**src/rfm_pkg.sv**
```systemverilog
// Rotor force model package: shared constants, codes and memory interface types.
`default_nettype none
package rfm_pkg;

  localparam int MOTORS_DEFAULT = 8;
  localparam int MOTORS_MAX     = 16;
  localparam int ADDR_W         = 4;

  // lag divider sizes
  localparam int NUM_W  = 33;
  localparam int DEN_W  = 21;
  localparam int QUOT_W = 17;
  localparam int REM_W  = 22;

  // arithmetic widths
  localparam int THRUST_W = 41;
  localparam int PROD_W   = 57;
  localparam int FZ_ACC_W = 45;
  localparam int ACC_W    = 51;

  typedef enum logic [1:0] {
    OP_GEOMETRY = 2'd0,
    OP_COMMAND  = 2'd1,
    OP_TICK     = 2'd2,
    OP_UNUSED   = 2'd3
  } opcode_e;

  typedef enum logic [2:0] {
    CFG_THRUST_COEF = 3'd0,
    CFG_REACTION    = 3'd1,
    CFG_MAX_VEL     = 3'd2,
    CFG_SPIN_UP     = 3'd3,
    CFG_SPIN_DOWN   = 3'd4,
    CFG_ROTOR_COUNT = 3'd5
  } cfg_reg_e;

  typedef enum logic [3:0] {
    ST_IDLE,
    ST_CMD_RD,
    ST_CMD_WR,
    ST_TK_RD,
    ST_TK_LD,
    ST_TK_NUM,
    ST_TK_GO,
    ST_TK_DIV,
    ST_TK_UPD,
    ST_TK_W2,
    ST_TK_KW,
    ST_TK_THR,
    ST_TK_MUL,
    ST_TK_RND,
    ST_TK_ACC,
    ST_TK_OUT
  } state_t;

  typedef struct packed {
    logic signed [15:0] arm_x;
    logic signed [15:0] arm_y;
    logic               spin_ccw;
  } geo_entry_t;

  typedef struct packed {
    logic [15:0] cmd;
    logic [15:0] cur;
  } spd_entry_t;

  typedef struct packed {
    logic              rd_en;
    logic [ADDR_W-1:0] addr;
    logic              geo_we;
    logic              spd_we;
    geo_entry_t        geo_wdata;
    spd_entry_t        spd_wdata;
  } mem_req_t;

endpackage
`default_nettype wire

```
**src/rfm_state_mem.sv**
```systemverilog
// Rotor state memories: geometry and speed tables, registered read.
`default_nettype none
module rfm_state_mem #(
  parameter int MOTORS = rfm_pkg::MOTORS_DEFAULT
) (
  input  wire logic              clk,
  input  wire logic              rst,
  input  wire rfm_pkg::mem_req_t req,
  output rfm_pkg::geo_entry_t    geo_rd,
  output rfm_pkg::spd_entry_t    spd_rd
);
  import rfm_pkg::*;

  localparam int AW = (MOTORS > 1) ? $clog2(MOTORS) : 1;

  geo_entry_t geo_mem [MOTORS];
  spd_entry_t spd_mem [MOTORS];
  logic [MOTORS-1:0] geo_ok;
  logic [MOTORS-1:0] spd_ok;

  geo_entry_t geo_q;
  spd_entry_t spd_q;
  logic       geo_ok_q;
  logic       spd_ok_q;

  logic [AW-1:0] addr;
  assign addr = req.addr[AW-1:0];

  always_ff @(posedge clk) begin
    if (req.geo_we) geo_mem[addr] <= req.geo_wdata;
    if (req.spd_we) spd_mem[addr] <= req.spd_wdata;
    if (req.rd_en) begin
      geo_q <= geo_mem[addr];
      spd_q <= spd_mem[addr];
    end
  end

  // entries never written read as zero
  always_ff @(posedge clk) begin
    if (rst) begin
      geo_ok   <= '0;
      spd_ok   <= '0;
      geo_ok_q <= 1'b0;
      spd_ok_q <= 1'b0;
    end else begin
      if (req.geo_we) geo_ok[addr] <= 1'b1;
      if (req.spd_we) spd_ok[addr] <= 1'b1;
      if (req.rd_en) begin
        geo_ok_q <= geo_ok[addr];
        spd_ok_q <= spd_ok[addr];
      end
    end
  end

  assign geo_rd = geo_ok_q ? geo_q : '0;
  assign spd_rd = spd_ok_q ? spd_q : '0;

endmodule
`default_nettype wire

```
**config.mk**
```make
export PLATFORM = sky130hd
export DESIGN_NAME = rfm_state_mem
export DESIGN_NICKNAME = d
export VERILOG_FILES = /design/src/rfm_pkg.sv /design/src/rfm_state_mem.sv
export SDC_FILE = /design/constraint.sdc
export NUM_CORES = 1
export LEC_CHECK = 0
export ABC_AREA = 1
export BUFFER_PORTS_ARGS = -buffer_cell sky130_fd_sc_hd__buf_4
export CAP_MARGIN = 20
export CORE_ASPECT_RATIO = 1.25
export CORE_MARGIN = 10
export CORE_UTILIZATION = 45
export CTS_CLUSTER_DIAMETER = 40
export CTS_CLUSTER_SIZE = 24
export DETAILED_ROUTE_END_ITERATION = 10
export PLACE_DENSITY = 0.65
export RECOVER_POWER = 50
export SLEW_MARGIN = 40
export SYNTH_ARGS = -nofsm -noshare
export SYNTH_HDL_FRONTEND = slang
export SYNTH_SLANG_ARGS = --single-unit
```
**constraint.sdc**
```tcl
create_clock -name clk -period 5.1 [get_ports clk]
set_clock_uncertainty 0.15 [all_clocks]
set_input_delay 0.51 -clock clk [delete_from_list [all_inputs] [get_ports clk]]
set_output_delay 0.51 -clock clk [all_outputs]
set_load 0.1 [all_outputs]
```
==> results of run 1 <==
-- sequential cells by signal (all words and copies together) (netlist names) --
register	count
geo_ok	8
spd_ok_q	1
geo_mem	264
geo_ok_q	1
geo_q	33
spd_ok	8
spd_q	32
spd_mem	256
-- cell type report --
type | count | area share, %
flip-flops and latches | 603 | 65.3
multi-input cells | 1232 | 18.2
repair buffers | 204 | 5.21
clock buffers | 54 | 4.84
well taps | 672 | 3.06
clock inverters | 40 | 1.82
inverters | 104 | 1.57
diodes | 2 | 0.0182
-- metrics by stage --
stage	hold WS [ns]	instance area, um2	cells
2_1_floorplan	0.285	23800	2038
3_3_place_gp	0.294	25300	2758
3_5_place_dp	0.304	25300	2758
4_1_cts	0.00138	27700	2909
5_1_grt	0.155	27500	2911
6_report	0.156	27500	2911
-- layer usage --
metal	GRT usage, %	share of wire (%)	vias to the layer above
met5	0	0.10	-
met2	29.8	51	419
met4	5.81	2.6	10
met1	20.8	40	7251
li1	-	-	7124
met3	2.82	5.9	99
-- report_power, final --
group	switching, mW	internal, mW	total, mW
clock network	1.94	2.21	4.15
logic	0.563	0.183	0.745
registers	0.0593	5.64	5.69
-- cell usage in the layout (no fill, tap or decap), types with 3 or more instances in the layout --
| master | count |
|---|---|
| clkinv_2 | 3 |
| a22oi_1 | 6 |
| buf_4 | 76 |
| inv_6 | 15 |
| inv_1 | 81 |
| nand4_1 | 6 |
| dlygate4sd3_1 | 57 |
| clkinv_8 | 7 |
| edfxtp_1 | 585 |
| nand3_1 | 8 |
| nor2_1 | 38 |
| clkbuf_16 | 53 |
| o21ai_0 | 52 |
| dfxtp_1 | 16 |
| clkbuf_1 | 67 |
| buf_6 | 3 |
| clkinvlp_2 | 5 |
| nand2_1 | 979 |
| inv_8 | 4 |
| o21a_1 | 8 |
| inv_2 | 4 |
| bufinv_16 | 4 |
| a21oi_1 | 115 |
| clkinv_1 | 4 |
| nand3b_1 | 15 |
| inv_4 | 12 |
-- worst paths after layout --
| check | cells after the start | end | start |
|---|---|---|---|
| max | 6 | geo_mem[5][23]$_DFFE_PP_ | req[68] |
| min | 1 | geo_mem[3][1]$_DFFE_PP_ | req[33] |
| max reg2reg | 4 | geo_q[31]$_DFFE_PP_ | geo_mem[5][31]$_DFFE_PP_ |
| min reg2reg | 2 | spd_ok[2]$_SDFFE_PP0P_ | spd_ok[2]$_SDFFE_PP0P_ |
-- kinds of logic after synthesis --
| group | count (synthesis) | synth area share [%] |
|---|---|---|
| AO/OA/AOI/OAI | 181 | 3.95 |
| AND/OR/NAND/NOR | 1051 | 17.1 |
| buffers and inverters | 203 | 3.70 |
| flip-flops | 603 | 75.3 |
-- worst max-delay path, cell delays in order --
cell and delay, ns:
buf_4 0.46, inv_4 0.32, nand3_1 0.15, inv_1 0.19, nand2_1 0.14, clkinvlp_2 1.54
==> impl_metrics.toml, run 1 <==
[hold_path]
min_path_type = "input port to register"

[floorplan]
dieArea_mm2 = 0.0626
die_w_um = 226
start_util_pct = 45.3
io_pins = 139
fp.dieH_um = 277
placementRows = 94
core_area_mm2 = 0.0526

[sta]
fin_crit_ns = 3.82
final.setup.worst_slack_ns = 1.28
setup_viol = 0
rsz0062_at_grt = "false"
worst_pin_slew_ns = 2.99
fin_crit_sh_pct = 74.8
finalSetupTns_ns = 0
hold_viol = 0
drv_slew = 290
slew_headroom_pct = -99.0
fmax_ghz = 0.262

[worst_setup_path]
end_kind = "register"
crit_path_max_fanout = 37
crit_required_ns = 4.65
rrSetupSlack_ns = 3.77
cp-start-kind = "input port"
worstPathArrival_ns = 3.37
path_class = "input port to register"

[power]
powerDensity_mw_per_mm2 = 386
ir_drop_mv = 0.291
power_mw = 10.6
p_leak_nw = 10.9

[route]
drtPass1Iterations = 4
avgRoutedWirePerCell_um = 18.7
ant_nets = 0
drc = 0
drt-vias-per-instance = 5.12
drt-total-wl_um = 54400
via_count = 14900
drt_iter0_drc = 1043

[cts]
cts_sinks = 603
hold_buffers = 57
cts_tree = "built"
numCtsBuffers = 50
path_clk_slew_ns = 0.08
cts_resized = 0
cts_max_level = 2
cts-root-buf = "clkbuf_16"
insertion_delay_ns = 0.60
post_cts.repair.setup_buffers = 0
clock_path_buffers = 3

[synthesis]
netlist_instances = 2038
syn_nets = 2112
yosysTopAreaCellShare_pct = 73.8
synth_top_area_cell = "edfxtp_1"
synth_edf_count = 585
syn_avg_cell_area_um2 = 11.7
ys_ff_latch = 603
synth-main-ff-cell = "edfxtp_1"
synth.distinct_cells = 23
synthTopCellsByArea = "edfxtp_1, nand2_1, a21oi_1, inv_1, dfxtp_1"
ys_seq_area_share_pct = 75.3
synth_most_common_cell = "nand2_1"
synthesis.area_mm2 = 0.0238
netlist_top_cells_count = "nand2_1, edfxtp_1, a21oi_1"
ys_async_sr_fraction_pct = 0
ys.warnings.count = 0

[placed_design]
dpl.hpwl_um = 29500
io_buffer_count = 137
dp_slack_ns = 1.58
gp_congestion = 0.768

[global_routing]
grt_pass1_wl_um = 83000
grt_max_degree = 79
gr-usage-all-layers_pct = 17.0
antenna_found_initial = 7
grt_pass1_vias = 14600
grt_overflow = 0

[run_status]
violations = "max-capacitance violations, max-slew violations"
status = "finished with violations"

[cells_and_area]
seqCellArea_mm2 = 0.0179
multi_input_area_mm2 = 0.00500
area_growth_pct = 15.4
num-fill-cells = 4409
drive_gt1_share_pct = 8.94
num-nets-final = 2269
fin_util_pct = 52.3

[job]
drv_cap = 7
Note: power is estimated with default switching activity, not from simulation.
==> run 2, diff against run 1 <==
--- a/config.mk
+++ b/config.mk
@@ -14,7 +14,7 @@
 export CTS_CLUSTER_DIAMETER = 40
 export CTS_CLUSTER_SIZE = 24
 export DETAILED_ROUTE_END_ITERATION = 10
-export PLACE_DENSITY = 0.65
+export PLACE_DENSITY = 0.67
 export RECOVER_POWER = 50
 export SLEW_MARGIN = 40
 export SYNTH_ARGS = -nofsm -noshare
==> constraint.sdc (replaced) <==
create_clock -name clk -period 3.15 [get_ports clk]
set_clock_uncertainty 0.15 [all_clocks]
set_input_delay 0.315 -clock clk [delete_from_list [all_inputs] [get_ports clk]]
set_output_delay 0.315 -clock clk [all_outputs]
set_load 0.1 [all_outputs]
==> run 2 against run 1 <==
Against the previous run:
- the flow still finishes with violations (max-capacitance violations, max-slew violations)
- count of clock-buffer cells in the layout shrank 3
- critical path depth grew 2
- final cell count grew 0.96%
- global-route usage grew 0.58 points
- first-iteration DRC count grew 12%
- sequential power grew 62%
- core utilization grew 0.47 points
==> impl_metrics.toml, run 2 (synthesis gave the netlist of run 1 again) <==
[run_status]
status = "finished with violations"
violations = "max-capacitance violations, max-slew violations"

[worst_setup_path]
end_kind = "register"
path_class = "input port to register"
cp-start-kind = "input port"
startpoint = "req[68]"
r2r_end = "geo_q[28]$_DFFE_PP_"
ff2ff_path_depth = 4
setup.worst_path.end = "spd_mem[2][7]$_DFFE_PP_"
r2r-start = "geo_mem[5][28]$_DFFE_PP_"
rrSetupSlack_ns = 1.79
crit_path_max_fanout = 24
worstPathArrival_ns = 2.71
crit_required_ns = 3.28

[global_routing]
grt_overflow = 0
grt_pass1_vias = 15100
grt_max_degree = 113
grt_pass1_wl_um = 86300
antenna_found_initial = 4
gr-usage-all-layers_pct = 17.6

[cells_and_area]
largest_reg_flops = 264
drive_gt1_share_pct = 9.27
most-common-layout-cells = "nand2_1, edfxtp_1, a21oi_1, buf_4, inv_1"
final_area_mm2 = 0.0277
final_common_cell = "nand2_1"
reg_top3 = "geo_mem x264, spd_mem x256, geo_q x33"
fin_util_pct = 52.7
num-nets-final = 2301
largest-register = "geo_mem"
area_growth_pct = 16.4

[floorplan]
io_pins = 139
core_area_mm2 = 0.0526
placementRows = 94
die_w_um = 226
fp.dieH_um = 277
dieArea_mm2 = 0.0626
start_util_pct = 45.3

[sta]
fin_crit_sh_pct = 82.1
drv_slew = 100
whs_ns = 0.133
hold_viol = 0
slew_headroom_pct = -87.9
fin_crit_ns = 2.59
final.setup.worst_slack_ns = 0.563
finalSetupTns_ns = 0
worst_pin_slew_ns = 2.82
rsz0062_at_grt = "false"
setup_viol = 0
fmax_ghz = 0.387

[route]
drc = 0
drt-total-wl_um = 55900
drt_iter0_drc = 1173
via_count = 15100
drtPass1Iterations = 5
avgRoutedWirePerCell_um = 19.0
ant_nets = 0
drt-vias-per-instance = 5.15

[cts]
clock_path_buffers = 3
numCtsBuffers = 46
cts_resized = 0
path_clk_slew_ns = 0.07
cts-root-buf = "clkbuf_16"
cts_tree = "built"
cts_max_level = 2
hold_buffers = 68
insertion_delay_ns = 0.58
cts_sinks = 603
post_cts.repair.setup_buffers = 0

[placed_design]
dpl.hpwl_um = 31500
io_buffer_count = 137
placed_cell_area_mm2 = 0.0257
dp_slack_ns = 0.498
gp_congestion = 0.768

[power]
powerDensity_mw_per_mm2 = 607
comb_power_share_pct = 7.5
p_seq_share_pct = 54.7
switching_share_pct = 24.0
p_clk_share_pct = 37.8
power.internal_mw = 12.8
ir_drop_mv = 0.371
switchingPower_mw = 4.04
p_leak_nw = 11.1

[hold_path]
min_path_type = "input port to register"

[job]
drv_cap = 2
-- run 2: per-stage QoR --
| step | total power [mW] | instances |
|---|---|---|
| finish | 16.8 | 2939 |
| detailed placement | 10.6 | 2783 |
| CTS | 17.0 | 2937 |
| global placement | 10.6 | 2782 |
| global route | 17.4 | 2939 |
| floorplan | 10.1 | 2038 |
-- run 2: worst min-delay path by stage --
stage                            from                      end  slack, ns  cells past startpoint
6_report                      req[67]    geo_ok_q$_SDFFE_PP0P_       0.13                      5
5_1_grt                       req[69]      geo_q[10]$_DFFE_PP_       0.13                      3
4_1_cts                       req[67]   geo_ok[6]$_SDFFE_PP0P_        0.1                      4
3_5_place_dp   spd_ok[3]$_SDFFE_PP0P_   spd_ok[3]$_SDFFE_PP0P_       0.31                      2
3_3_place_gp   spd_ok[3]$_SDFFE_PP0P_   spd_ok[3]$_SDFFE_PP0P_       0.29                      2
2_1_floorplan                 req[32]  geo_mem[0][0]$_DFFE_PP_       0.26                      0
-- run 2: critical path: stages --
cell        delay [ns]
buf_4             0.33
clkinvlp_2        0.28
nor2_1            0.26
nand2_1           0.31
inv_1             0.38
nand2_1           0.15
inv_2             0.39
buf_4             0.28
-- run 2: metal layers --
metal / global-route usage (%) / part of all wire, % / routed length (um)
met2: 30.9 / 52 / 28900
met4: 4.72 / 2.0 / 1100
met5: 0 / 0.034 / 19
met3: 2.66 / 5.3 / 2970
met1: 22.1 / 41 / 22900
-- run 2: area by class of cell --
type,instances,area (um2)
well taps,672,841
flip-flops and latches,603,17900
repair buffers,240,1900
diodes,2,5.00
clock inverters,35,423
fillers,4427,24900
multi-input cells,1232,4980
inverters,104,397
clock buffers,51,1240
-- run 2: power by group through the flow --
stage	Sequential, mW	Clock (mW)	Combinational [mW]
after floorplan	9.36	0	0.779
after global routing	9.24	6.76	1.38
after CTS	9.21	6.46	1.31
after global placement	9.38	0	1.20
after detailed placement	9.39	0	1.23
final	9.21	6.36	1.26
